$ cat src/tse_pkg.sv
// ----------------------------------------------------------------------------
// tse_pkg
// Constants for the text encoding sniffer: UTF-8 lead byte ranges,
// byte-order mark bytes and the encoding codes reported with each file.
// ----------------------------------------------------------------------------
package tse_pkg;

  typedef logic [1:0] kind_t;

  localparam kind_t KIND_UTF8  = 2'd0;
  localparam kind_t KIND_U16LE = 2'd1;
  localparam kind_t KIND_U16BE = 2'd2;
  localparam kind_t KIND_EUCKR = 2'd3;

  localparam logic [7:0] LEAD2_LO = 8'hC2;
  localparam logic [7:0] LEAD2_HI = 8'hDF;
  localparam logic [7:0] LEAD3_LO = 8'hE0;
  localparam logic [7:0] LEAD3_HI = 8'hEF;
  localparam logic [7:0] LEAD4_LO = 8'hF0;
  localparam logic [7:0] LEAD4_HI = 8'hF4;

  localparam logic [7:0] CONT_MASK  = 8'hC0;
  localparam logic [7:0] CONT_CODE  = 8'h80;
  localparam logic [7:0] HIGH_FIRST = 8'h80;

  localparam logic [7:0] BOM_FF = 8'hFF;
  localparam logic [7:0] BOM_FE = 8'hFE;
  localparam logic [7:0] BOM_EF = 8'hEF;
  localparam logic [7:0] BOM_BB = 8'hBB;
  localparam logic [7:0] BOM_BF = 8'hBF;

endpackage

$ cat src/text_encoding_sniffer.sv
// ----------------------------------------------------------------------------
// text_encoding_sniffer
// Byte-serial detector of UTF-8 validity and byte-order marks.
// ----------------------------------------------------------------------------
// Usage: a file streams in on the input channel (in_valid / in_ready), one
// byte per transaction, with final_byte set on its last byte. Only the
// transaction that carries final_byte produces an output transaction
// (out_valid / out_ready): the detected encoding, the count of well formed
// UTF-8 multibyte sequences and the count of high bytes in none of them.
// The scan state clears as the final byte leaves the input register, so the
// next byte starts a new file.
//
// An accepted byte is held in the input register; the scanner updates its
// state from it and, for a final byte, loads the result register, which
// raises out_valid. A final byte waits in the input register while an
// earlier result is still held and out_ready is low.
// Throughput is one byte per cycle while no final byte waits there, set by
// the single state update between the input register and the result register.
//
// Reset (rst, synchronous, active high) clears the scan state, counters and
// both valid flags. If the receiver stalls while a result waits, non-final
// bytes keep flowing through the scanner; a second final byte waits in the
// input register, and in_ready drops only once that register is also held.
// ----------------------------------------------------------------------------
module text_encoding_sniffer #(
  parameter int COUNT_WIDTH = 32
) (
  input  logic             clk,
  input  logic             rst,
  input  logic             in_valid,
  output logic             in_ready,
  input  logic [7:0]       data_byte,
  input  logic             final_byte,
  output logic             out_valid,
  input  logic             out_ready,
  output tse_pkg::kind_t   encoding_kind,
  output logic [31:0]      valid_sequences,
  output logic [31:0]      invalid_high_bytes
);
  import tse_pkg::*;

  // Input register.
  logic       in_q_valid;
  logic [7:0] byte_q;
  logic       final_q;

  // Scan state.
  logic [23:0]            lead_bytes, lead_bytes_next;
  logic [1:0]             seen, seen_next;
  logic [2:0]             pend_len, pend_len_next;
  logic [1:0]             pend_cont, pend_cont_next;
  logic [COUNT_WIDTH-1:0] valid_count, valid_count_next;
  logic [COUNT_WIDTH-1:0] invalid_count, invalid_count_next;

  // Per-byte results.
  logic                   adv;
  logic [COUNT_WIDTH-1:0] valid_sat, invalid_sat;
  kind_t                  kind;

  // The input register moves on unless it holds a final byte while the
  // result register is still occupied.
  assign adv      = in_q_valid && (!final_q || !out_valid || out_ready);
  assign in_ready = !in_q_valid || adv;

  always_ff @(posedge clk) begin
    if (rst) begin
      in_q_valid <= 1'b0;
    end else if (in_ready) begin
      in_q_valid <= in_valid;
    end
    if (in_ready && in_valid) begin
      byte_q  <= data_byte;
      final_q <= final_byte;
    end
  end

  // One byte of scanning: byte-order mark capture, the open sequence, and
  // saturating counter updates. A final byte also flushes a cut-off sequence
  // and clears the state for the next file.
  always_comb begin
    logic                 is_cont;
    logic [2:0]           pl;
    logic [1:0]           pc;
    logic [1:0]           pc_inc;
    logic [2:0]           inv_add;
    logic                 val_inc;
    logic [COUNT_WIDTH:0] vsum;
    logic [COUNT_WIDTH:0] isum;
    logic [7:0]           b0, b1, b2;

    lead_bytes_next = lead_bytes;
    seen_next       = seen;
    if (seen != 2'd3) begin
      case (seen)
        2'd0:    lead_bytes_next[23:16] = byte_q;
        2'd1:    lead_bytes_next[15:8]  = byte_q;
        default: lead_bytes_next[7:0]   = byte_q;
      endcase
      seen_next = seen + 2'd1;
    end

    is_cont = (byte_q & CONT_MASK) == CONT_CODE;
    pl      = pend_len;
    pc      = pend_cont;
    pc_inc  = pend_cont + 2'd1;
    inv_add = 3'd0;
    val_inc = 1'b0;

    if (pend_len != 3'd0 && is_cont) begin
      if (({1'b0, pc_inc} + 3'd1) >= pend_len) begin
        val_inc = 1'b1;
        pl      = 3'd0;
        pc      = 2'd0;
      end else begin
        pc = pc_inc;
      end
    end else begin
      // A broken sequence charges the lead and each buffered continuation,
      // then the failing byte is looked at on its own.
      if (pend_len != 3'd0) begin
        inv_add = 3'd1 + {1'b0, pend_cont};
      end
      pl = 3'd0;
      pc = 2'd0;
      if (byte_q >= HIGH_FIRST) begin
        case (byte_q) inside
          [LEAD2_LO:LEAD2_HI]: pl = 3'd2;
          [LEAD3_LO:LEAD3_HI]: pl = 3'd3;
          [LEAD4_LO:LEAD4_HI]: pl = 3'd4;
          default:             inv_add = inv_add + 3'd1;
        endcase
      end
    end

    // A sequence still open at the end of the file counts as broken.
    if (final_q && pl != 3'd0) begin
      inv_add = inv_add + 3'd1 + {1'b0, pc};
    end

    vsum = {1'b0, valid_count} + (COUNT_WIDTH+1)'(val_inc);
    isum = {1'b0, invalid_count} + (COUNT_WIDTH+1)'(inv_add);
    valid_sat   = vsum[COUNT_WIDTH] ? '1 : vsum[COUNT_WIDTH-1:0];
    invalid_sat = isum[COUNT_WIDTH] ? '1 : isum[COUNT_WIDTH-1:0];

    b0 = lead_bytes_next[23:16];
    b1 = lead_bytes_next[15:8];
    b2 = lead_bytes_next[7:0];
    if (seen_next == 2'd3 && b0 == BOM_EF && b1 == BOM_BB && b2 == BOM_BF) begin
      kind = KIND_UTF8;
    end else if (seen_next >= 2'd2 && b0 == BOM_FF && b1 == BOM_FE) begin
      kind = KIND_U16LE;
    end else if (seen_next >= 2'd2 && b0 == BOM_FE && b1 == BOM_FF) begin
      kind = KIND_U16BE;
    end else if (invalid_sat != '0) begin
      kind = KIND_EUCKR;
    end else begin
      kind = KIND_UTF8;
    end

    if (final_q) begin
      lead_bytes_next    = '0;
      seen_next          = 2'd0;
      pend_len_next      = 3'd0;
      pend_cont_next     = 2'd0;
      valid_count_next   = '0;
      invalid_count_next = '0;
    end else begin
      pend_len_next      = pl;
      pend_cont_next     = pc;
      valid_count_next   = valid_sat;
      invalid_count_next = invalid_sat;
    end
  end

  always_ff @(posedge clk) begin
    if (rst) begin
      lead_bytes    <= '0;
      seen          <= 2'd0;
      pend_len      <= 3'd0;
      pend_cont     <= 2'd0;
      valid_count   <= '0;
      invalid_count <= '0;
    end else if (adv) begin
      lead_bytes    <= lead_bytes_next;
      seen          <= seen_next;
      pend_len      <= pend_len_next;
      pend_cont     <= pend_cont_next;
      valid_count   <= valid_count_next;
      invalid_count <= invalid_count_next;
    end
  end

  // Result register.
  always_ff @(posedge clk) begin
    if (rst) begin
      out_valid <= 1'b0;
    end else if (adv && final_q) begin
      out_valid <= 1'b1;
    end else if (out_ready) begin
      out_valid <= 1'b0;
    end
    if (adv && final_q) begin
      encoding_kind      <= kind;
      valid_sequences    <= 32'(valid_sat);
      invalid_high_bytes <= 32'(invalid_sat);
    end
  end

`ifndef NO_ASSERTIONS
  // An open sequence always has room for at least one more continuation.
  a_pend_room: assert property (@(posedge clk) disable iff (rst)
    pend_len != 3'd0 |-> ({1'b0, pend_cont} + 3'd1) < pend_len)
    else $error("open sequence holds too many continuations");

  // The end of a file leaves the scanner in its reset state.
  a_final_clears: assert property (@(posedge clk) disable iff (rst)
    adv && final_q |=> pend_len == 3'd0 && seen == 2'd0 &&
                       valid_count == '0 && invalid_count == '0)
    else $error("scan state not cleared after final byte");

  // A final byte that leaves the input register always yields a result.
  a_final_result: assert property (@(posedge clk) disable iff (rst)
    adv && final_q |=> out_valid)
    else $error("final byte produced no result");

  // The input register only holds while a result waits for the receiver.
  a_hold_reason: assert property (@(posedge clk) disable iff (rst)
    in_q_valid && !adv |-> out_valid && !out_ready)
    else $error("input register stalled without a waiting result");
`endif

endmodule
$ cat config.mk
export PLATFORM = sky130hd
export DESIGN_NAME = text_encoding_sniffer
export DESIGN_NICKNAME = d
export VERILOG_FILES = /design/src/tse_pkg.sv /design/src/text_encoding_sniffer.sv
export SDC_FILE = /design/constraint.sdc
export NUM_CORES = 1
export LEC_CHECK = 0
export BUFFER_PORTS_ARGS = -buffer_cell sky130_fd_sc_hd__buf_2
export CAP_MARGIN = 0
export CORE_ASPECT_RATIO = 0.8
export CORE_UTILIZATION = 54
export CTS_CLUSTER_DIAMETER = 30
export DETAILED_ROUTE_END_ITERATION = 7
export GPL_TIMING_DRIVEN = 0
export PLACE_DENSITY = 0.77
export SYNTH_ARGS = -nofsm -noshare
export SYNTH_HDL_FRONTEND = slang
export SYNTH_SLANG_ARGS = --single-unit
$ cat constraint.sdc
create_clock -name clk -period 4.8 [get_ports clk]
set_input_delay 0.48 -clock clk [delete_from_list [all_inputs] [get_ports clk]]
set_output_delay 0.48 -clock clk [all_outputs]
set_load 0.01 [all_outputs]
### After elaboration in Yosys (flattened, before gate mapping)

Cells that the tools add are included.

| word-level totals | value |
|---|---|
| input bits | 13 |
| flip-flop bits (word level) | 172 |

| cells by class | value |
|---|---|
| equal/unequal tests | 11 |
| order comparisons | 9 |
| add/sub/neg operators | 9 |
| muxes and demuxes | 36 |
| reductions and logical operators | 28 |

Operator list:

| kind | number |
|---|---|
| two-way mux 32 bit | 4 |
| == test 8 bit (second input constant) | 7 |
| two-way mux 24 bit | 2 |
| two-way mux 3 bit | 15 |
| adder 32 x 1 -> 33 bit | 1 |
| adder 32 x 3 -> 33 bit | 1 |
| >= comparator 8 bit (second input constant) | 4 |
| nonzero test 32 bit | 1 |
| <= comparator 8 bit (second input constant) | 3 |
| two-way mux 8 bit | 3 |
| logical AND 1 bit | 15 |
| two-way mux 2 bit | 7 |
| adder 3 x 1 -> 3 bit (second input constant) | 2 |
| nonzero test 3 bit | 2 |
| two-way mux 1 bit | 5 |
| adder 2 x 1 -> 2 bit (second input constant) | 2 |
| == test 2 bit (second input constant) | 2 |
| OR reduction 2 bit | 2 |
| adder 1 x 2 -> 3 bit (first input constant) | 1 |
| adder 2 x 1 -> 3 bit (second input constant) | 1 |
| adder 3 x 2 -> 3 bit | 1 |
| >= comparator 3 bit | 1 |
| logical NOT 1 bit | 3 |
| logical OR 1 bit | 3 |
| 5 further kinds | 5 |

### Longest topological paths before layout

Gate-level depths: netlist of run 1.

| logic depth | value |
|---|---|
| depth in word-level cells | 18 |
| mapped depth | 24 |

### Worst setup path after synthesis of run 1

OpenSTA, ideal clock, no wires.

| timing path | value |
|---|---|
| path kind | register to register |
| start point | register pend_cont[0] |
| end point | register encoding_kind[0] (data pin) |
| data arrival time | 4.839 ns |
| stages on the path, launching flop included | 23 |
| period minus slack after synthesis | 5.099 ns |
| data required time | 4.540 ns |
| path slack | -0.299 ns |
| cells stage by stage | dfxtp_1 > inv_1 > ha_1 > xor2_1 > ha_1 > a21o_1 > a21oi_1 > nand2_1 > a21boi_0 > o32ai_1 > ha_1 > and3_1 > xor2_1 > ha_1 > a21oi_1 > and2_1 > clkbuf_1 > nor4_4 > or3_1 > a22o_1 > or4b_4 > o31ai_2 > a21oi_1 |

| between the ends | value |
|---|---|
| cells in the longest elaborated chain, start to end | 18 |

RTL lines:

| what | RTL line | RTL |
|---|---|---|
| start, declared | text_encoding_sniffer.sv:51 | `logic [1:0] pend_cont, pend_cont_next;` |
| start signal, assigned | text_encoding_sniffer.sv:187 | `pend_cont <= pend_cont_next;` |
| adder 1 x 2 -> 3 bit | text_encoding_sniffer.sv:121 | `inv_add = 3'd1 + {1'b0, pend_cont};` |
| two-way mux 3 bit | text_encoding_sniffer.sv:120 | `if (pend_len != 3'd0) begin` |
| two-way mux 3 bit | text_encoding_sniffer.sv:109 | `if (pend_len != 3'd0 && is_cont) begin` |
| adder 3 x 1 -> 3 bit | text_encoding_sniffer.sv:130 | `default: inv_add = inv_add + 3'd1;` |
| two-way mux 3 bit (3 in a row) | text_encoding_sniffer.sv:126 | `case (byte_q) inside` |
| two-way mux 3 bit | text_encoding_sniffer.sv:125 | `if (byte_q >= HIGH_FIRST) begin` |
| two-way mux 3 bit | text_encoding_sniffer.sv:109 |  |
| adder 3 x 1 -> 3 bit | text_encoding_sniffer.sv:137 | `inv_add = inv_add + 3'd1 + {1'b0, pc};` |
| adder 3 x 2 -> 3 bit | text_encoding_sniffer.sv:137 |  |
| two-way mux 3 bit (*) | text_encoding_sniffer.sv:136 | `if (final_q && pl != 3'd0) begin` |
| adder 32 x 3 -> 33 bit (*) | text_encoding_sniffer.sv:141 | `isum = {1'b0, invalid_count} + (COUNT_WIDTH+1)'(inv_add);` |
| two-way mux 32 bit (*) | text_encoding_sniffer.sv:143 | `invalid_sat = isum[COUNT_WIDTH] ? '1 : isum[COUNT_WIDTH-1:0];` |
| nonzero test 32 bit (*) | text_encoding_sniffer.sv:154 | `end else if (invalid_sat != '0) begin` |
| two-way mux 2 bit (*) | text_encoding_sniffer.sv:154 |  |
| two-way mux 2 bit (*) | text_encoding_sniffer.sv:152 | `end else if (seen_next >= 2'd2 && b0 == BOM_FE && b1 == BOM_FF) begin` |
| two-way mux 1 bit (*) | text_encoding_sniffer.sv:150 | `end else if (seen_next >= 2'd2 && b0 == BOM_FF && b1 == BOM_FE) begin` |
| end signal, assigned | text_encoding_sniffer.sv:203 | `encoding_kind <= kind;` |
| end, declared | text_encoding_sniffer.sv:36 | `output tse_pkg::kind_t encoding_kind,` |

Every way passes the cells marked *; elsewhere a longest branch is shown, timed or not. The select of a mux whose other input is x is not followed.
A chain may end at the register's enable or synchronous reset.

### Final worst setup path of run 1

| timing path | value |
|---|---|
| start point | register pend_cont[0] |
| end point | register encoding_kind[1] (data pin) |

| between the ends | value |
|---|---|
| cells in the longest elaborated chain, start to end | 17 |

RTL lines:

| what | RTL line |
|---|---|
| adder 1 x 2 -> 3 bit | text_encoding_sniffer.sv:121 |
| two-way mux 3 bit | text_encoding_sniffer.sv:120 |
| two-way mux 3 bit | text_encoding_sniffer.sv:109 |
| adder 3 x 1 -> 3 bit | text_encoding_sniffer.sv:130 |
| two-way mux 3 bit (3 in a row) | text_encoding_sniffer.sv:126 |
| two-way mux 3 bit | text_encoding_sniffer.sv:125 |
| two-way mux 3 bit | text_encoding_sniffer.sv:109 |
| adder 3 x 1 -> 3 bit | text_encoding_sniffer.sv:137 |
| adder 3 x 2 -> 3 bit | text_encoding_sniffer.sv:137 |
| two-way mux 3 bit (*) | text_encoding_sniffer.sv:136 |
| adder 32 x 3 -> 33 bit (*) | text_encoding_sniffer.sv:141 |
| two-way mux 32 bit (*) | text_encoding_sniffer.sv:143 |
| nonzero test 32 bit (*) | text_encoding_sniffer.sv:154 |
| two-way mux 2 bit (*) | text_encoding_sniffer.sv:154 |
| two-way mux 2 bit (*) | text_encoding_sniffer.sv:152 |

Marks and branches as above.

==> results.tsv, run 1 <==
metric	value	unit
die-area	16500	µm²
tightestPinTransition	1.04	ns
num_io_pins	81	
place_worst_setup_slack	-0.750	ns
antenna_cells	0	
power_frac_comb	0.056	
synthArstFlopShare	0	
grt_max_degree	48	
crit_arrival	5.30	ns
synthCells	942	
via_per_inst	5.97	
start_kind	register	
timing.final.ws_setup	-0.316	ns
drt-initial-drc-count	817	
rsz0062_at_grt	yes	
p_seq_frac	0.516	
dp.cells	1232	
syn-mean-instance-area	9.14	µm²
status	complete, but fails checks	
initial_utilization	0.562	
cts_tree	yes	
worst_clock_skew	0.00865	ns
place_congestion	0.979	
wl_per_cell	17.9	µm
first_global_vias	6898	
p_clk_frac	0.429	
syn_area	8610	µm²
hold_buffers	0	
path_class	reg2reg	
drc	0	
cts_max_level	4	
ys_seq_area_frac	0.487	
antenna_found_initial	0	
dieWidth	143	µm
fin_area	10400	µm²
max_freq	195	MHz
swShare	0.240	
root_buffer	clkbuf_16	
synth-edff-count	75	
slew_headroom	0.301	
drive_gt1_frac	0.196	
drv_cap	0	
port_buffers	79	
ant_nets	0	
clk_pin_slew	0.06	ns
core_region_area	15300	µm²
dr.pass1.iters	7	
cts-buffers-inserted	17	
ir_drop	0.000276	V
fillers	1226	
power.leakage	4.03	nW
cpLargestDelayFamily	compound AO/OA/AOI/OAI gates	
hpwl	15600	µm
syn_to_final_growth	20.4	%
crit_path_max_incr_delay	0.56	ns
die_y	115	µm
synth_warnings	0	
finalCriticalPeriod	5.12	ns
end_kind	register	
path_cells	inv_4 > ha_4 > xor2_1 > ha_1 > a21o_1 > a21oi_2 > nand2_2 > a21boi_2 > o32ai_2 > ha_2 > mux2_4 > inv_1 > fa_2 > nand2b_4 > a2111o_1 > nor4b_2 > o2111ai_2 > a22o_1 > or4b_4 > buf_6 > nor3_4 > a21oi_2	
final_nets	1092	
cp_common_cell	a21oi_2	
syn_nets	968	
path_buf_inv	3	
post_dp_cell_area	9360	µm²
p_per_area	290	nW/µm²
routed_wirelength	23100	µm
min_path_type	in2reg	
cp_max_fo	4	
final-setup-viol-count	2	
grt_pass1_wl	36300	µm
clock_latency	0.44	ns
violations	negative setup slack	
fin_cells	1289	
synthDistinctLibCells	66	
overflow	0	
cts.sinks	172	
max-clock-path-buffers	2	
row_count	40	
timing.final.crit_share	1.07	
drv_slew	0	
internal-power	2.28	mW
crit_path_top_delay_cell	or4b_4	
synth-main-ff-cell	dfxtp_1	
grt_use_total	0.290	
crit_required	4.99	ns
ys_seq_elements	172	
hold_viol	0	
power_switching	720	µW
vias	7701	
flip-flops by register name (all words and copies together), names as in the netlist:
| signal | flops |
|---|---|
| invalid_count | 32 |
| invalid_high_bytes | 32 |
| valid_count | 32 |
| valid_sequences | 32 |
| lead_bytes | 24 |
| byte_q | 8 |
| pend_len | 3 |
| encoding_kind | 2 |
| pend_cont | 2 |
| seen | 2 |
| final_q | 1 |
| in_q_valid | 1 |
| out_valid | 1 |
final cells by class:
class	count	area [µm²]	area share
inverter	19	73.8	0.00712
tap	210	263	0.0254
timing repair buffer	105	622	0.0600
clock buffer	20	457	0.0441
buffer	60	279	0.0269
multi-input combinational	691	4380	0.423
sequential	172	4200	0.405
clock inverter	12	86.3	0.00833
synth_stat cells, types with 2 or more instances:
master / number / area [µm²]
o21ai_0: 55 / 275
nand2b_1: 10 / 62.6
buf_2: 9 / 45.0
nor2_1: 119 / 447
nor4_1: 5 / 31.3
a2111o_1: 2 / 22.5
and4_1: 7 / 61.3
and2_1: 6 / 37.5
or3_1: 5 / 31.3
o21a_1: 3 / 22.5
nor4bb_1: 2 / 20.0
nor3b_1: 2 / 15.0
a22o_1: 14 / 123
nand2_1: 105 / 394
a21boi_0: 2 / 15.0
o31ai_1: 2 / 15.0
mux2i_1: 5 / 50.1
ha_1: 12 / 150
o22ai_1: 5 / 31.3
xor2_1: 20 / 175
clkbuf_2: 2 / 10.0
a311oi_1: 3 / 26.3
dfxtp_1: 97 / 1940
inv_1: 19 / 71.3
nor4_4: 2 / 42.5
a21oi_1: 45 / 225
or2_2: 4 / 25.0
a41oi_1: 3 / 26.3
nor4b_1: 4 / 35.0
edfxtp_1: 75 / 2250
nand3_1: 39 / 195
nor2b_1: 16 / 100
clkbuf_1: 47 / 176
or4_1: 2 / 15.0
a22oi_1: 52 / 390
mux2_2: 4 / 45.0
or3b_2: 2 / 17.5
a2bb2oi_1: 2 / 17.5
and3_1: 18 / 113
nand4_1: 19 / 119
a31oi_1: 11 / 68.8
xnor2_1: 32 / 280
a211oi_1: 4 / 30.0
o21ai_1: 3 / 15.0
nor3_1: 26 / 130
kinds of logic (layout without fill, tap and decap cells):
group           count (synthesis)  after routing  share of synthesized area
compound gates                216            216                      0.163
xor+xnor                       52             52                     0.0529
fa+ha+maj                      13             13                     0.0198
buf+inv                        79            216                     0.0369
flops                         172            172                      0.487
mux                             9              9                     0.0110
simple gates                  401            401                      0.229
through the flow:
stage               setup TNS (ns)  total power, mW  hold slack (ns)   util
floorplan                        0             1.67            0.441      -
global placement             -6.74             1.72            0.449  0.609
detailed placement           -7.93             1.73            0.470  0.611
CTS                         -0.533             3.00            0.209  0.671
global route                -0.916             3.08            0.203  0.677
finish                      -0.597             3.00            0.218  0.677
power groups by stage:
stage / clock network [mW] / registers (mW) / logic, mW
4_1_cts: 1.29 / 1.55 / 0.160
2_1_floorplan: 0 / 1.58 / 0.0856
5_1_grt: 1.35 / 1.55 / 0.180
6_report: 1.29 / 1.55 / 0.167
3_5_place_dp: 0 / 1.58 / 0.142
3_3_place_gp: 0 / 1.58 / 0.138
path summary, 6_finish.rpt:
path	slack [ns]	startpoint	end	cells after the start
worst min register to register	0.49	invalid_count[0]	invalid_count[0]	2
worst max register to register	-0.32	pend_cont[0]	encoding_kind[1]	22
worst max-delay path	-0.32	pend_cont[0]	encoding_kind[1]	22
worst min-delay path	0.22	data_byte[2]	byte_q[2]	1
worst register-to-register path, cell delays in order, from the launching register on:
cell and delay (ns):
dfxtp_4 0.37, inv_4 0.04, ha_4 0.21, xor2_1 0.16
ha_1 0.29, a21o_1 0.20, a21oi_2 0.17, nand2_2 0.10
a21boi_2 0.21, o32ai_2 0.13, ha_2 0.21, mux2_4 0.17
inv_1 0.06, fa_2 0.36, nand2b_4 0.18, a2111o_1 0.43
nor4b_2 0.27, o2111ai_2 0.14, a22o_1 0.26, or4b_4 0.56
buf_6 0.15, nor3_4 0.14, a21oi_2 0.08
timing repair:
item | CTS | global route
gates resized for setup | 42 | 20
pin swaps | 24 | 14
endpoints found under the setup margin | 52 | 24
buffers inserted | 22 | 3
layout by cell type, fill, tap and decap left out, drive strengths merged, types with 16 or more instances in the layout:
cell and count:
nor2 119, buf 117, nand2 105, dfxtp 97, edfxtp 75, clkbuf 68, o21ai 58, a22oi 52
a21oi 45, nand3 40, xnor2 32, nor3 26, inv 23, xor2 20, nand4 20, and3 18
nor2b 16
routing by layer:
| layer | vias to the layer above | global-route usage | share of wire | wire (µm) |
|---|---|---|---|---|
| li1 | 3662 | - | - | - |
| met4 | 0 | 0.116 | 0.022 | 502 |
| met1 | 3570 | 0.415 | 0.45 | 10500 |
| met5 | - | 0 | 0 | 0 |
| met3 | 49 | 0.0633 | 0.097 | 2250 |
| met2 | 420 | 0.425 | 0.43 | 9860 |
No activity file was read; power rests on OpenSTA's default activity.
==> run 2: changes to the inputs <==
--- a/config.mk
+++ b/config.mk
@@ -7,12 +7,15 @@
 export LEC_CHECK = 0
 export BUFFER_PORTS_ARGS = -buffer_cell sky130_fd_sc_hd__buf_2
 export CAP_MARGIN = 0
+export CELL_PAD_IN_SITES_DETAIL_PLACEMENT = 1
+export CELL_PAD_IN_SITES_GLOBAL_PLACEMENT = 1
 export CORE_ASPECT_RATIO = 0.8
-export CORE_UTILIZATION = 54
+export CORE_UTILIZATION = 41
 export CTS_CLUSTER_DIAMETER = 30
 export DETAILED_ROUTE_END_ITERATION = 7
 export GPL_TIMING_DRIVEN = 0
-export PLACE_DENSITY = 0.77
+export PLACE_DENSITY_LB_ADDON = 0.1
+export RECOVER_POWER = 100
 export SYNTH_ARGS = -nofsm -noshare
 export SYNTH_HDL_FRONTEND = slang
 export SYNTH_SLANG_ARGS = --single-unit
==> results.tsv, run 2 (same netlist as run 1, synthesis figures left out) <==
metric	value	unit	change
initial_utilization	0.417		-0.145
final_nets	1098		+0.55%
cp_max_fo	6		+2
end_kind	register		
tightestPinTransition	2.63	ns	+1.59 ns
drc	0		unchanged
dr.pass1.iters	5		-2
power.leakage	3.87	nW	-3.9%
drv_cap	1		+1
drv_slew	68		+68
grt_use_total	0.262		-0.0282
overflow	0		unchanged
p_total	3.20	mW	+6.5%
hold_buffers	0		unchanged
finalCriticalPeriod	5.11	ns	-0.00463 ns
min_path_type	in2reg		
timing.final.crit_share	1.06		about the same
final_common_cell	nor2_1		
first_global_vias	7648		+11%
wl_per_cell	20.2	µm	+13%
place_congestion	0.898		-8.4%
cts.sinks	172		unchanged
timing.final.ws_setup	-0.311	ns	+0.00463 ns
final-setup-viol-count	2		unchanged
port_buffers	79		unchanged
antenna_found_initial	0		unchanged
worst_clock_skew	0.0111	ns	+0.00243 ns
dieWidth	164	µm	+15%
hold_viol	0		unchanged
grt_max_degree	68		+42%
cts-buffers-inserted	17		unchanged
via_per_inst	5.79		-3.2%
ant_nets	0		unchanged
violations	max-capacitance violations, max-slew violations, negative setup slack		
clk_pin_slew	0.07	ns	about the same
status	complete, but fails checks		
final_core_util	0.507		-0.169
routed_wirelength	27400	µm	+19%
final_cell_mix	nor2_1, clkbuf_1, nand2_1, dfxtp_1, edfxtp_1		
crit_arrival	5.30	ns	about the same
grt_pass1_wl	43300	µm	+19%
rsz0062_at_grt	yes		
drive_gt1_frac	0.147		-0.0490
max-clock-path-buffers	2		unchanged
die-area	21600	µm²	+31%
cts_max_level	4		unchanged
path_class	reg2reg		
root_buffer	clkbuf_16		
cts_tree	yes		
clock_latency	0.45	ns	about the same
ir_drop	0.000193	V	-30%
max_freq	196	MHz	about the same
row_count	47		+18%
drt-initial-drc-count	614		-25%
core_region_area	20600	µm²	+35%
die_y	132	µm	+15%
start_kind	register		
slew_headroom	-0.754		-1.05
syn_to_final_growth	21.6	%	
num_io_pins	81		unchanged
antenna_cells	0		unchanged
p_per_area	306	nW/µm²	+5.4%
vias	7834		+1.7%
crit_required	4.99	ns	about the same
hpwl	19000	µm	+22%
==> run 2: report_power, final <==
group          total [mW]  switching (mW)  internal (mW)
registers            1.55          0.0128           1.54
logic               0.167           0.116         0.0510
clock network        1.48           0.649          0.833
==> run 2: area by class of cell <==
cell class | count | area [µm²]
fillers | 2390 | 10200
multi-input cells | 691 | 4410
flip-flops and latches | 172 | 4200
repair buffers | 111 | 551
clock buffers | 18 | 429
well taps | 269 | 337
plain buffers | 60 | 290
clock inverters | 14 | 183
inverters | 19 | 73.8
==> run 2: worst paths after layout <==
kind | start | endpoint | slack, ns | cells past startpoint
max | pend_cont[0] | encoding_kind[0] | -0.31 | 20
min | data_byte[4] | byte_q[4] | 0.21 | 1
max reg2reg | pend_cont[0] | encoding_kind[0] | -0.31 | 20
min reg2reg | invalid_count[0] | invalid_count[0] | 0.47 | 2
==> run 2: per-layer routing <==
metal  share of wire  GRT usage  vias up  wire [µm]
met1            0.50      0.390     3929      13500
li1                -          -     3665          -
met4           0.011     0.0658        0        310
met2            0.45      0.392      214      12200
met5               0          0        -          0
met3           0.048     0.0414       26       1320
==> run 2: metrics by stage <==
step	cell area [µm²]	hold WS [ns]	setup TNS (ns)	worst slack (ns)	std cells
6_report	10500	0.209	-0.552	-0.311	1354
2_1_floorplan	8670	0.441	0	0.0158	942
5_1_grt	10500	0.207	-0.837	-0.450	1354
3_5_place_dp	9400	0.462	-17.26	-0.873	1290
3_3_place_gp	9400	0.451	-14.62	-0.823	1290
4_1_cts	10400	0.204	-0.497	-0.278	1349
==> run 2: critical path, stage by stage, from the launching register on <==
cell and delay, ns:
dfxtp_4 0.36, inv_4 0.04, ha_4 0.22, xor2_2 0.17, ha_1 0.29, a21o_1 0.17, a21oi_2 0.17, nand2_2 0.11
a21boi_2 0.20, o32ai_2 0.13, ha_2 0.22, mux2_4 0.18, inv_2 0.04, fa_2 0.35, nand2b_4 0.18, a2111oi_4 0.60
nand4_1 0.21, mux2_4 0.34, or4b_4 0.56, o31ai_4 0.20, a21oi_2 0.09
==> run 2: repair_timing <==
item                                    CTS  global route
endpoints found under the setup margin   61            48
gates resized for setup                  38            34
pin swaps                                26            15
buffers inserted                         27             5
endpoints found under the hold margin     0             0
==> run 3: changes to the inputs <==
--- a/config.mk
+++ b/config.mk
@@ -8,9 +8,10 @@
 export BUFFER_PORTS_ARGS = -buffer_cell sky130_fd_sc_hd__buf_2
 export CAP_MARGIN = 0
 export CELL_PAD_IN_SITES_DETAIL_PLACEMENT = 1
-export CELL_PAD_IN_SITES_GLOBAL_PLACEMENT = 1
+export CELL_PAD_IN_SITES_GLOBAL_PLACEMENT = 2
 export CORE_ASPECT_RATIO = 0.8
-export CORE_UTILIZATION = 41
+export CORE_UTILIZATION = 34
+export CTS_BUF_LIST = sky130_fd_sc_hd__clkbuf_8 sky130_fd_sc_hd__clkbuf_16
 export CTS_CLUSTER_DIAMETER = 30
 export DETAILED_ROUTE_END_ITERATION = 7
 export GPL_TIMING_DRIVEN = 0
==> results.tsv, run 3 (same netlist as run 1, synthesis figures left out) <==
metric	value	unit	change
status	complete, but fails checks		
violations	design-rule violations, negative setup slack		
core_region_area	24600	µm²	+19%
drive_gt1_frac	0.132		-0.0141
path_cells	inv_4 > ha_4 > xor2_1 > ha_1 > a21o_1 > a21oi_2 > nand2_2 > a21boi_2 > o32ai_2 > ha_2 > and3_4 > xor2_4 > ha_4 > nor2b_4 > o211ai_1 > nor4_2 > xnor2_1 > nand4_1 > or4b_4 > o31ai_4 > a21oi_2		
drt-initial-drc-count	562		-8.5%
final_nets	1093		-0.46%
worst_clock_skew	0.0125	ns	+0.00138 ns
drv_slew	0		-100%
grt_use_total	0.222		-0.0395
final_cell_mix	nor2_1, clkbuf_1, nand2_1, dfxtp_1, edfxtp_1		
finalCriticalPeriod	5.06	ns	-0.0488 ns
dr.pass1.iters	7		+2
dp.cells	1339		+3.8%
p_per_area	301	nW/µm²	-1.7%
die_y	144	µm	+9.7%
min-delay-start	data_byte[6]		
place_congestion	0.830		-7.6%
num_io_pins	81		unchanged
rsz0062_at_grt	yes		
hold_buffers	0		unchanged
ir_drop	0.000225	V	+16%
final_common_cell	nor2_1		
cp_max_fo	5		-1
path_class	reg2reg		
dieWidth	180	µm	+9.7%
vias	7600		-3.0%
antenna_cells	0		unchanged
root_buffer	clkbuf_16		
ant_nets	0		unchanged
syn_to_final_growth	21.3	%	
reg2reg_from	pend_cont[0]		
row_count	51		+8.5%
clk_pin_slew	0.06	ns	about the same
final-setup-viol-count	2		unchanged
initial_utilization	0.350		-0.0667
cts_max_level	4		unchanged
final_core_util	0.425		-0.0823
tightestPinTransition	1.02	ns	-1.61 ns
crit_path_start	pend_cont[0]		
hpwl	19600	µm	+3.0%
min_path_type	in2reg		
cts-buffers-inserted	17		unchanged
fin_cells	1398		+3.2%
antenna_found_initial	0		unchanged
die-area	26000	µm²	+20%
cts.sinks	172		unchanged
overflow	0		unchanged
port_buffers	79		unchanged
timing.final.crit_share	1.05		-0.0102
timing.final.ws_setup	-0.262	ns	+0.0488 ns
drv_cap	0		-1
routed_wirelength	27800	µm	+1.5%
clock_latency	0.45	ns	about the same
slew_headroom	0.315		+1.07
power.leakage	3.85	nW	-0.67%
grt_pass1_wl	44100	µm	+1.8%
crit_arrival	5.25	ns	-0.05 ns
start_kind	register		
via_per_inst	5.44		-6.0%
hold_viol	0		unchanged
max_freq	198	MHz	+0.96%
crit_path_top_delay_cell	or4b_4		
path_buf_inv	1		-1
crit_path_max_incr_delay	0.63	ns	+0.03 ns
max-clock-path-buffers	2		unchanged
drc	10		+10
wl_per_cell	19.9	µm	-1.7%
end_kind	register		
cpLargestDelayFamily	compound AO/OA/AOI/OAI gates		
grt_max_degree	68		unchanged
crit_required	4.99	ns	about the same
cts_tree	yes		
first_global_vias	7512		-1.8%
-- run 3: where the power goes --
part	leakage (nW)	total [mW]	switching [mW]	internal, mW
registers	1.58	1.55	0.0119	1.54
logic	1.96	0.167	0.118	0.0492
clock network	0.308	1.42	0.588	0.833
-- run 3: what timing repair did --
action	in CTS	in global routing
setup endpoints to repair	62	21
gates resized for setup	37	23
setup buffers	21	6
pin swaps	15	9
-- run 3: stage by stage --
step | setup slack [ns] | hold slack (ns) | instance area (µm²) | power (mW) | setup TNS [ns]
2_1_floorplan | 0.0158 | 0.441 | 8670 | 1.67 | 0
3_3_place_gp | -1.02 | 0.452 | 9460 | 1.74 | -23.78
4_1_cts | -0.228 | 0.193 | 10400 | 3.17 | -0.418
3_5_place_dp | -0.909 | 0.461 | 9470 | 1.74 | -19.25
6_report | -0.262 | 0.211 | 10400 | 3.14 | -0.441
5_1_grt | -0.406 | 0.200 | 10400 | 3.24 | -0.734
-- run 3: final timing paths --
kind                                          to  slack [ns]  cells past startpoint
worst min register to register  invalid_count[0]        0.47                      2
worst min-delay path                   byte_q[6]        0.21                      1
worst max-delay path            encoding_kind[0]       -0.26                     21
worst max register to register  encoding_kind[0]       -0.26                     21
-- run 3: per-layer routing --
metal,part of all wire,GRT usage
met4,0.010,0.0572
met1,0.54,0.331
met5,0,0
met3,0.036,0.0368
met2,0.42,0.331
-- run 3: layout make-up --
cell class                      count  area [µm²]
Fill cell                        2854       14100
Multi-Input combinational cell    691        4370
Sequential cell                   172        4200
Timing Repair Buffer              106         527
Clock buffer                       19         453
Tap cell                          318         398
Buffer                             60         277
Clock inverter                     13         138
Inverter                           19        80.1
